## src/rtl/bqdw_pkg.sv

```systemverilog
// Shared types and constants for the biquad dry/wet filter.
// Holds register indexes, CSR port sizes and the MAC control struct.
// No dependencies.
package bqdw_pkg;

   localparam int CHANNELS_DEF       = 2;
   localparam int SAMPLE_BITS_DEF    = 24;
   localparam int COEF_FRAC_BITS_DEF = 20;

   localparam int COEF_W     = 24;
   localparam int REG_COUNT  = 7;
   localparam int CSR_ADDR_W = 5;
   localparam int CSR_DATA_W = 32;

   typedef enum logic [2:0] {
      REG_FEED0,
      REG_FEED1,
      REG_FEED2,
      REG_BACK1,
      REG_BACK2,
      REG_WET,
      REG_DRY
   } reg_index_type;

   typedef enum logic [1:0] {
      ACC_HOLD,
      ACC_CLEAR,
      ACC_ADD,
      ACC_LOAD
   } acc_op_type;

   typedef struct packed {
      logic       issue;
      logic       neg;
      acc_op_type acc_op;
   } mac_ctrl_type;

endpackage

```

## src/rtl/bqdw_csr.sv

```systemverilog
// Coefficient register bank behind the APB-style CSR port.
// Depends on bqdw_pkg.
module bqdw_csr
   import bqdw_pkg::*;
#(
   parameter int COEF_FRAC_BITS = COEF_FRAC_BITS_DEF
) (
   input  logic                         clock,
   input  logic                         reset,
   input  logic                         csr_psel,
   input  logic                         csr_penable,
   input  logic                         csr_pwrite,
   input  logic [CSR_ADDR_W-1:0]        csr_paddr,
   input  logic [CSR_DATA_W-1:0]        csr_pwdata,
   output logic [CSR_DATA_W-1:0]        csr_prdata,
   output logic                         csr_pready,
   output logic signed [COEF_W-1:0]     coef [REG_COUNT]
);

   localparam logic [COEF_W-1:0] DRY_RESET = COEF_W'(64'd1 << COEF_FRAC_BITS);

   logic signed [COEF_W-1:0] coef_ff [REG_COUNT];
   reg_index_type            index;
   logic                     write_en;

   assign index      = reg_index_type'(csr_paddr[CSR_ADDR_W-1:2]);
   assign write_en   = csr_psel && csr_penable && csr_pwrite && csr_pready;
   assign csr_pready = 1'b1;
   assign coef       = coef_ff;

   always_ff @(posedge clock) begin
      if (reset) begin
         for (int i = 0; i < REG_COUNT; i++) begin
            coef_ff[i] <= '0;
         end
         coef_ff[REG_DRY] <= DRY_RESET;
      end else if (write_en) begin
         unique case (index)
            REG_FEED0, REG_FEED1, REG_FEED2, REG_BACK1,
            REG_BACK2, REG_WET, REG_DRY: begin
               coef_ff[index] <= csr_pwdata[COEF_W-1:0];
            end
            default: begin
            end
         endcase
      end
   end

   always_comb begin
      unique case (index)
         REG_FEED0, REG_FEED1, REG_FEED2, REG_BACK1,
         REG_BACK2, REG_WET, REG_DRY: begin
            csr_prdata = CSR_DATA_W'(coef_ff[index]);
         end
         default: begin
            csr_prdata = '0;
         end
      endcase
   end

endmodule

```

## src/rtl/bqdw_mac.sv

```systemverilog
// Shared multiply-accumulate unit with round-to-nearest and saturation.
// Depends on bqdw_pkg.
module bqdw_mac
   import bqdw_pkg::*;
#(
   parameter int SAMPLE_BITS    = SAMPLE_BITS_DEF,
   parameter int COEF_FRAC_BITS = COEF_FRAC_BITS_DEF
) (
   input  logic                          clock,
   input  logic                          reset,
   input  mac_ctrl_type                  ctrl,
   input  logic signed [COEF_W-1:0]      coef,
   input  logic signed [SAMPLE_BITS-1:0] operand,
   output logic signed [SAMPLE_BITS-1:0] sat_out
);

   localparam int PROD_W = COEF_W + SAMPLE_BITS;
   localparam int ACC_W  = PROD_W + 3;
   localparam logic signed [ACC_W-1:0] ROUND_HALF = ACC_W'(1) << (COEF_FRAC_BITS - 1);
   localparam logic signed [ACC_W-1:0] SAT_MAX    = (ACC_W'(1) << (SAMPLE_BITS - 1)) - 1;
   localparam logic signed [ACC_W-1:0] SAT_MIN    = -SAT_MAX - 1;

   logic signed [PROD_W-1:0] prod_ff, prod_in;
   logic                     neg_ff;
   logic signed [ACC_W-1:0]  acc_ff, acc_in;
   logic signed [ACC_W-1:0]  term;
   logic signed [ACC_W-1:0]  biased;
   logic signed [ACC_W-1:0]  shifted;

   assign prod_in = coef * operand;
   assign term    = neg_ff ? -ACC_W'(prod_ff) : ACC_W'(prod_ff);

   always_comb begin
      case (ctrl.acc_op)
         ACC_CLEAR: acc_in = '0;
         ACC_ADD:   acc_in = acc_ff + term;
         ACC_LOAD:  acc_in = term;
         default:   acc_in = acc_ff;
      endcase
   end

   always_ff @(posedge clock) begin
      if (reset) begin
         acc_ff <= '0;
      end else begin
         acc_ff <= acc_in;
      end
   end

   always_ff @(posedge clock) begin
      if (ctrl.issue) begin
         prod_ff <= prod_in;
         neg_ff  <= ctrl.neg;
      end
   end

   assign biased  = acc_ff + ROUND_HALF;
   assign shifted = biased >>> COEF_FRAC_BITS;

   always_comb begin
      if (shifted > SAT_MAX) begin
         sat_out = SAT_MAX[SAMPLE_BITS-1:0];
      end else if (shifted < SAT_MIN) begin
         sat_out = SAT_MIN[SAMPLE_BITS-1:0];
      end else begin
         sat_out = shifted[SAMPLE_BITS-1:0];
      end
   end

endmodule

```

## src/rtl/biquad_dry_wet_filter_top.sv

```systemverilog
// Biquad dry/wet filter top level: sequencer, per-channel history, output register.
// Depends on bqdw_pkg, bqdw_csr and bqdw_mac.
//
// Per-channel direct form I biquad with a dry/wet mix. One multiplier is shared over
// seven products in sequence: five feed-forward/feedback terms build the wet value,
// which is rounded and saturated, then dry and wet gains build the output. After an
// item for a valid channel is accepted req_tready stays low through six multiplier
// issues, the rounding of the wet value, one issue for the wet gain, one accumulate
// and one output rounding step, so a new transaction is accepted only once the
// sequencer is back in idle. The result sits in an output register, so the next
// transaction may start while it waits; the block stalls before its own result only
// if the previous one is still not taken. Write coefficients only while idle.
module biquad_dry_wet_filter_top
   import bqdw_pkg::*;
#(
   parameter int CHANNELS       = CHANNELS_DEF,
   parameter int SAMPLE_BITS    = SAMPLE_BITS_DEF,
   parameter int COEF_FRAC_BITS = COEF_FRAC_BITS_DEF,
   parameter int DATA_W         = ((SAMPLE_BITS + 7) / 8) * 8
) (
   input  logic                  clock,
   input  logic                  reset,
   input  logic                  req_tvalid,
   output logic                  req_tready,
   input  logic [DATA_W-1:0]     req_tdata,   // [SAMPLE_BITS-1:0] sample_in
   input  logic                  req_tuser,   // [0] chan
   output logic                  rsp_tvalid,
   input  logic                  rsp_tready,
   output logic [DATA_W-1:0]     rsp_tdata,   // [SAMPLE_BITS-1:0] sample_out
   output logic                  rsp_tuser,   // [0] chan_out
   input  logic                  csr_psel,
   input  logic                  csr_penable,
   input  logic                  csr_pwrite,
   input  logic [CSR_ADDR_W-1:0] csr_paddr,
   input  logic [CSR_DATA_W-1:0] csr_pwdata,
   output logic [CSR_DATA_W-1:0] csr_prdata,
   output logic                  csr_pready
);

   localparam int CH_W = (CHANNELS > 1) ? $clog2(CHANNELS) : 1;

   typedef enum logic [2:0] {
      ST_IDLE,
      ST_ISSUE,
      ST_WET,
      ST_MIX,
      ST_DRAIN,
      ST_ROUND
   } state_type;

   typedef enum logic [2:0] {
      TERM_FEED0,
      TERM_FEED1,
      TERM_FEED2,
      TERM_BACK1,
      TERM_BACK2,
      TERM_DRY,
      TERM_WET
   } term_type;

   logic signed [COEF_W-1:0]      coef [REG_COUNT];
   mac_ctrl_type                  mac_ctrl;
   logic signed [COEF_W-1:0]      mac_coef;
   logic signed [SAMPLE_BITS-1:0] mac_operand;
   logic signed [SAMPLE_BITS-1:0] mac_sat;

   state_type                     state_ff, state_in;
   term_type                      term_ff, term_in;
   logic                          chan_ff;
   logic                          bad_ff;
   logic signed [SAMPLE_BITS-1:0] x_ff;
   logic signed [SAMPLE_BITS-1:0] wet_ff;
   logic signed [SAMPLE_BITS-1:0] x1_ff [CHANNELS];
   logic signed [SAMPLE_BITS-1:0] x2_ff [CHANNELS];
   logic signed [SAMPLE_BITS-1:0] y1_ff [CHANNELS];
   logic signed [SAMPLE_BITS-1:0] y2_ff [CHANNELS];
   logic                          rsp_valid_ff;
   logic                          rsp_chan_ff;
   logic [SAMPLE_BITS-1:0]        rsp_sample_ff;

   logic                          req_fire;
   logic                          round_fire;
   logic                          chan_ok;
   logic [CH_W-1:0]               ch_idx;

   bqdw_csr #(
      .COEF_FRAC_BITS(COEF_FRAC_BITS)
   ) u_csr (
      .clock      (clock),
      .reset      (reset),
      .csr_psel   (csr_psel),
      .csr_penable(csr_penable),
      .csr_pwrite (csr_pwrite),
      .csr_paddr  (csr_paddr),
      .csr_pwdata (csr_pwdata),
      .csr_prdata (csr_prdata),
      .csr_pready (csr_pready),
      .coef       (coef)
   );

   bqdw_mac #(
      .SAMPLE_BITS   (SAMPLE_BITS),
      .COEF_FRAC_BITS(COEF_FRAC_BITS)
   ) u_mac (
      .clock  (clock),
      .reset  (reset),
      .ctrl   (mac_ctrl),
      .coef   (mac_coef),
      .operand(mac_operand),
      .sat_out(mac_sat)
   );

   assign req_tready = (state_ff == ST_IDLE);
   assign req_fire   = req_tvalid && req_tready;
   assign chan_ok    = 32'(req_tuser) < CHANNELS;
   assign ch_idx     = CH_W'(chan_ff);
   assign round_fire = (state_ff == ST_ROUND) && (!rsp_valid_ff || rsp_tready);

   assign rsp_tvalid = rsp_valid_ff;
   assign rsp_tuser  = rsp_chan_ff;
   assign rsp_tdata  = DATA_W'(rsp_sample_ff);

   always_comb begin
      case (term_ff)
         TERM_FEED0: begin
            mac_coef    = coef[REG_FEED0];
            mac_operand = x_ff;
         end
         TERM_FEED1: begin
            mac_coef    = coef[REG_FEED1];
            mac_operand = x1_ff[ch_idx];
         end
         TERM_FEED2: begin
            mac_coef    = coef[REG_FEED2];
            mac_operand = x2_ff[ch_idx];
         end
         TERM_BACK1: begin
            mac_coef    = coef[REG_BACK1];
            mac_operand = y1_ff[ch_idx];
         end
         TERM_BACK2: begin
            mac_coef    = coef[REG_BACK2];
            mac_operand = y2_ff[ch_idx];
         end
         TERM_DRY: begin
            mac_coef    = coef[REG_DRY];
            mac_operand = x_ff;
         end
         TERM_WET: begin
            mac_coef    = coef[REG_WET];
            mac_operand = wet_ff;
         end
         default: begin
            mac_coef    = '0;
            mac_operand = '0;
         end
      endcase
   end

   always_comb begin
      state_in        = state_ff;
      term_in         = term_ff;
      mac_ctrl.issue  = 1'b0;
      mac_ctrl.neg    = (term_ff == TERM_BACK1) || (term_ff == TERM_BACK2);
      mac_ctrl.acc_op = ACC_HOLD;
      unique case (state_ff)
         ST_IDLE: begin
            mac_ctrl.acc_op = ACC_CLEAR;
            term_in         = TERM_FEED0;
            if (req_fire) begin
               state_in = chan_ok ? ST_ISSUE : ST_ROUND;
            end
         end
         ST_ISSUE: begin
            mac_ctrl.issue  = 1'b1;
            mac_ctrl.acc_op = (term_ff == TERM_FEED0) ? ACC_HOLD : ACC_ADD;
            if (term_ff == TERM_DRY) begin
               term_in  = TERM_WET;
               state_in = ST_WET;
            end else begin
               term_in = term_type'(term_ff + 3'd1);
            end
         end
         ST_WET: begin
            mac_ctrl.acc_op = ACC_LOAD;
            state_in        = ST_MIX;
         end
         ST_MIX: begin
            mac_ctrl.issue = 1'b1;
            state_in       = ST_DRAIN;
         end
         ST_DRAIN: begin
            mac_ctrl.acc_op = ACC_ADD;
            state_in        = ST_ROUND;
         end
         ST_ROUND: begin
            if (round_fire) begin
               state_in = ST_IDLE;
            end
         end
         default: begin
            state_in = ST_IDLE;
         end
      endcase
   end

   always_ff @(posedge clock) begin
      if (reset) begin
         state_ff     <= ST_IDLE;
         term_ff      <= TERM_FEED0;
         rsp_valid_ff <= 1'b0;
         for (int i = 0; i < CHANNELS; i++) begin
            x1_ff[i] <= '0;
            x2_ff[i] <= '0;
            y1_ff[i] <= '0;
            y2_ff[i] <= '0;
         end
      end else begin
         state_ff <= state_in;
         term_ff  <= term_in;
         if (round_fire) begin
            rsp_valid_ff <= 1'b1;
         end else if (rsp_tready) begin
            rsp_valid_ff <= 1'b0;
         end
         if (round_fire) begin
            rsp_chan_ff   <= chan_ff;
            rsp_sample_ff <= bad_ff ? '0 : mac_sat;
         end
         if (round_fire && !bad_ff) begin
            x2_ff[ch_idx] <= x1_ff[ch_idx];
            x1_ff[ch_idx] <= x_ff;
            y2_ff[ch_idx] <= y1_ff[ch_idx];
            y1_ff[ch_idx] <= wet_ff;
         end
      end
   end

   always_ff @(posedge clock) begin
      if (req_fire) begin
         x_ff    <= req_tdata[SAMPLE_BITS-1:0];
         chan_ff <= req_tuser;
         bad_ff  <= !chan_ok;
      end
      if (state_ff == ST_WET) begin
         wet_ff <= mac_sat;
      end
   end

endmodule
```

## config.mk

```make
export PLATFORM = sky130hd
export DESIGN_NAME = biquad_dry_wet_filter_top
export DESIGN_NICKNAME = d
export VERILOG_FILES = /design/src/rtl/bqdw_pkg.sv /design/src/rtl/bqdw_csr.sv /design/src/rtl/bqdw_mac.sv /design/src/rtl/biquad_dry_wet_filter_top.sv
export SDC_FILE = /design/constraint.sdc
export NUM_CORES = 2
export LEC_CHECK = 0
export BUFFER_PORTS_ARGS = -buffer_cell sky130_fd_sc_hd__buf_2
export CORE_AREA = 5 5 290 292
export DETAILED_ROUTE_END_ITERATION = 6
export DIE_AREA = 0 0 295 297
export GPL_ROUTABILITY_DRIVEN = 0
export PLACE_DENSITY = 0.76
export SKIP_CTS_REPAIR_TIMING = 1
export SLEW_MARGIN = 20
export SYNTH_ARGS = -nofsm -noshare
export SYNTH_HDL_FRONTEND = slang
export SYNTH_SLANG_ARGS = --single-unit
```

## constraint.sdc

```tcl
create_clock -name clock -period 10 [get_ports clock]
set_input_delay 3 -clock clock [delete_from_list [all_inputs] [get_ports clock]]
set_output_delay 3 -clock clock [all_outputs]
set_load 0.02 [all_outputs]
```

==> report_table.html <==
<table>
<tr><th>Metric</th><th>Value</th></tr>
<tr><th colspan="2">Power</th></tr>
<tr><td>Total power</td><td>6.13 mW</td></tr>
<tr><td>Power per cell area</td><td>118 nW/µm²</td></tr>
<tr><td>LEAKAGE</td><td>22.6 nW</td></tr>
<tr><td>Maximum VDD drop</td><td>154 µV</td></tr>
<tr><th colspan="2">Clock tree</th></tr>
<tr><td>Number of buffers added by the clock tree synthesis step</td><td>58</td></tr>
<tr><td>Library cell used as clock root buffer</td><td>sky130_fd_sc_hd__clkbuf_16</td></tr>
<tr><td>Max Root-Sink Buffers</td><td>3</td></tr>
<tr><td>Deepest level of the CTS H-tree</td><td>2</td></tr>
<tr><td>CTS clock-pin slew for the worst setup and hold paths</td><td>60 ps</td></tr>
<tr><td>TritonCTS clock tree</td><td>yes</td></tr>
<tr><td>Later-pin clock latency in the skew report</td><td>670 ps</td></tr>
<tr><td>Clk sinks</td><td>about 540</td></tr>
<tr><th colspan="2">Worst setup path</th></tr>
<tr><td>Worst R2R Start</td><td>term_ff[0]</td></tr>
<tr><td>Critical setup path kind</td><td>reg -&gt; reg</td></tr>
<tr><td>Critical path's most frequent cell</td><td>sky130_fd_sc_hd__fa_1</td></tr>
<tr><td>Cell with the biggest individual delay on the critical path</td><td>sky130_fd_sc_hd__fa_1</td></tr>
<tr><td>Crit Path Max Fanout</td><td>42</td></tr>
<tr><td>Crit path from</td><td>term_ff[0]</td></tr>
<tr><td>Largest stage delay on the critical path</td><td>590 ps</td></tr>
<tr><td>Largest delay contributor family on the critical path</td><td>adder cells</td></tr>
<tr><td>Capturing element type of the critical path</td><td>flip-flop</td></tr>
<tr><td>Buf/Inv on CP</td><td>4</td></tr>
<tr><td>Critical path launch point type</td><td>flip-flop</td></tr>
<tr><td>Required time worst endpoint</td><td>10,380 ps</td></tr>
<tr><td>Crit path DAT</td><td>9950 ps</td></tr>
<tr><th colspan="2">Detailed routing</th></tr>
<tr><td>Number of design rule violations left after detail routing</td><td>0</td></tr>
<tr><td>Remaining number of nets flagged by the antenna check after routing</td><td>0</td></tr>
<tr><td>Vias</td><td>just under 40,000</td></tr>
<tr><td>Iteration-0 DRC Markers</td><td>roughly 4,200</td></tr>
<tr><td>Total length of routed wires</td><td>between 100,000 and 150,000 µm</td></tr>
<tr><td>Final routed wire length divided by cell count</td><td>22.1 µm</td></tr>
<tr><td>Number of detailed-route iterations in the first pass</td><td>7</td></tr>
<tr><td>Routed vias/inst</td><td>6.17</td></tr>
<tr><th colspan="2">Synthesis</th></tr>
<tr><td>Share of synthesized flip-flops with an asynchronous set or reset</td><td>0</td></tr>
<tr><td>Netlist Area Pre-Place</td><td>48,100 µm²</td></tr>
<tr><td>Part of the Yosys area used for sequential elements</td><td>0.291</td></tr>
<tr><td>Synth Net Count</td><td>6,018</td></tr>
<tr><td>Mean instance size in the synthesized netlist</td><td>just over 9 µm²</td></tr>
<tr><td>Number of flops mapped to enable cells by yosys</td><td>roughly 320</td></tr>
<tr><td>Count of yosys warnings during synthesis</td><td>0</td></tr>
<tr><td>Number of synthesized register bits</td><td>542</td></tr>
<tr><td>Synthesized instance count</td><td>5,149</td></tr>
<tr><td>Count of distinct cell types in the synthesized netlist</td><td>78</td></tr>
<tr><td>Top flip-flop cell by instance count after synthesis</td><td>sky130_fd_sc_hd__edfxtp_1</td></tr>
<tr><th colspan="2">Global route</th></tr>
<tr><td>Pin count of the biggest net entering global routing</td><td>175</td></tr>
<tr><td>Via count of the first global-routing pass</td><td>39,000</td></tr>
<tr><td>First-pass GRT wire length</td><td>218,000 µm</td></tr>
<tr><td>Gr usage total</td><td>0.313</td></tr>
<tr><td>Number of antenna violations at the first check in global routing</td><td>3</td></tr>
<tr><td>Remaining global-route overflow</td><td>0</td></tr>
<tr><th colspan="2">STA</th></tr>
<tr><td>Worst hold slack</td><td>around 470 ps</td></tr>
<tr><td>Least-Margin Pin Slew</td><td>1180 ps</td></tr>
<tr><td>Slew Viols, Final</td><td>0</td></tr>
<tr><td>Unrepaired setup endpoints after global routing</td><td>false</td></tr>
<tr><td>Worst setup skew after layout</td><td>around 55 ps</td></tr>
<tr><td>Fin crit share</td><td>0.957</td></tr>
<tr><td>Endpoints failing setup</td><td>0</td></tr>
<tr><td>Final Hold Fails</td><td>0</td></tr>
<tr><td>Fmax achieved</td><td>104 MHz</td></tr>
<tr><td>Worst slew margin relative to its limit</td><td>0.213</td></tr>
<tr><td>Clock period minus worst slack</td><td>roughly 9600 ps</td></tr>
<tr><td>Setup TNS Final</td><td>0 ps</td></tr>
<tr><th colspan="2">Floorplanning</th></tr>
<tr><td>Chip width</td><td>a little under 300 µm</td></tr>
<tr><td>Area of the die</td><td>approximately 88,000 µm²</td></tr>
<tr><td>Rows</td><td>105</td></tr>
<tr><td>Placeable core area</td><td>roughly 81,000 µm²</td></tr>
<tr><td>Count of pins on the block boundary</td><td>roughly 130</td></tr>
<tr><td>Initial Utilization</td><td>0.591</td></tr>
<tr><td>Vertical extent of the die</td><td>297 µm</td></tr>
<tr><th colspan="2">Finish</th></tr>
<tr><td>Fillers</td><td>6,477</td></tr>
<tr><td>Synth-to-Final Area Change</td><td>8.21%</td></tr>
<tr><td>Share of the core filled with cells in the final layout</td><td>0.639</td></tr>
<tr><td>Design area</td><td>roughly 52,000 µm²</td></tr>
<tr><td>Fraction of final layout cells sized beyond drive strength 1</td><td>0.0828</td></tr>
<tr><td>Net total in the final layout</td><td>6,027</td></tr>
<tr><th colspan="2">Worst hold path</th></tr>
<tr><td>Worst Min Path Start</td><td>u_mac.acc_ff[9]</td></tr>
<tr><td>Type of the tightest min-delay check</td><td>reg -&gt; reg</td></tr>
<tr><th colspan="2">Placement</th></tr>
<tr><td>Dpl hpwl</td><td>101,000 µm</td></tr>
<tr><td>Post-DP Area</td><td>50,000 µm²</td></tr>
<tr><td>Count of input and output buffers</td><td>117</td></tr>
<tr><th colspan="2">Outcome</th></tr>
<tr><td>Run status</td><td>finished, final reports clean</td></tr>
<tr><th colspan="2">Run</th></tr>
<tr><td>Max_cap viols</td><td>0</td></tr>
</table>
==> cells in the final DEF (no fill, tap or decap), types with 86 or more instances in the layout <==
master                     count
sky130_fd_sc_hd__o21ai_0      87
sky130_fd_sc_hd__a21oi_1     358
sky130_fd_sc_hd__ha_1        191
sky130_fd_sc_hd__xnor2_1     133
sky130_fd_sc_hd__fa_1        608
sky130_fd_sc_hd__a221oi_1     86
sky130_fd_sc_hd__nand2_1     844
sky130_fd_sc_hd__dfxtp_1     226
sky130_fd_sc_hd__nor2_1      383
sky130_fd_sc_hd__edfxtp_1    315
sky130_fd_sc_hd__and2_1       96
sky130_fd_sc_hd__buf_4       128
sky130_fd_sc_hd__inv_1       693
sky130_fd_sc_hd__buf_2       116
==> where the power goes <==
group	internal [mW]	switching, mW	total, mW	leakage, nW
logic	0.475	0.911	1.39	16.6
clock network	1.26	0.966	2.22	0.946
registers	2.46	0.0641	2.52	4.98
total	4.19	1.94	6.13	22.6
==> through the flow <==
| step | setup slack [ps] | cells |
|---|---|---|
| detailed placement | 435 | 6168 |
| CTS | 408 | 6277 |
| finish | 426 | 6282 |
| global route | 27.6 | 6279 |
| global placement | 522 | 6168 |
| floorplan | 928 | 5149 |
==> registers in the layout (all words and copies together), names as in the netlist, named ones only <==
name	count
ch_idx	1
rsp_tdata	24
rsp_tuser	1
rsp_tvalid	1
state_ff	3
term_ff	3
u_csr.coef	168
u_mac.acc_ff	51
u_mac.neg_ff	1
u_mac.prod_ff	48
wet_ff	24
x1_ff	48
x2_ff	48
x_ff	24
y1_ff	48
y2_ff	48
==> routing by layer <==
layer  wire (µm)  track usage
met1       51600        0.422
met2       64200        0.496
met3       15900       0.0666
met4        6930        0.134
met5           0            0
==> cells by family after synthesis <==
| family | Yosys count | share of synthesized area |
|---|---|---|
| other | 1 | 0.0000780 |
| adders and majority gates | 800 | 0.303 |
| buffers and inverters | 995 | 0.0784 |
| xor gates and xnor gates | 169 | 0.0312 |
| AOI/OAI and AO/OA | 904 | 0.126 |
| DFF | 542 | 0.291 |
| and+or+nand+nor | 1652 | 0.150 |
| muxes | 86 | 0.0199 |
==> worst register-to-register path, delay by kind of cell, from the launching register on <==
| kind | cells | cell delay [ps] |
|---|---|---|
| fa+ha+maj | 9 | 4120 |
| compound gates | 10 | 2290 |
| simple gates | 5 | 1470 |
| buf+inv | 4 | 1010 |
| flops | 1 | 350 |
| xor+xnor | 1 | 80 |
==> area by class of cell <==
cell class	count	area [µm²]	area share
inverter	695	2610	0.0502
tap	1070	1340	0.0257
clock buffer	79	1590	0.0306
clock inverter	30	375	0.00722
sequential	542	14000	0.269
timing repair buffer	249	1630	0.0314
antenna	5	12.5	0.000241
multi-input combinational	3612	30400	0.585
==> cell usage after synthesis, drive strengths merged (6+ instances only) <==
master   number  area (µm²)
a311oi        6        52.6
and2         98         613
inv         694        2610
o41ai         9        86.3
o22ai        36         225
a2111oi       6        52.6
nand2b       45         282
or4          12         101
fa          608       12200
edfxtp      315        9460
a211oi       15         113
o21bai       25         188
nor4          7        43.8
a22o          8        70.1
and3         69         432
mux4          6         135
a221oi       86         753
o21ai        99         495
xnor2       134        1190
nor2b        37         231
buf          31         151
a21oi       358        1790
a21o         36         272
nand4        18         113
nor3         38         195
o211ai       19         143
a21boi        7        52.6
mux2i        63         631
o31ai        23         178
a22oi        21         158
a31oi        11        68.8
xor2         35         307
nand3        35         175
a221o        23         230
dfxtp       227        4540
clkbuf      269        1010
or2          23         144
mux2         17         191
o21a          9        67.6
nand2       845        3170
a31o          8        70.1
ha          192        2400
a222oi       63         631
nor2        390        1460
or3          20         130
==> final timing paths <==
path,slack [ps],cells past startpoint,endpoint
setup / recovery,430,29,u_mac.prod_ff[43]
hold / removal,470,2,u_mac.acc_ff[9]
setup reg to reg,430,29,u_mac.prod_ff[43]
hold reg to reg,470,2,u_mac.acc_ff[9]
No activity file was read; power rests on OpenSTA's default activity.
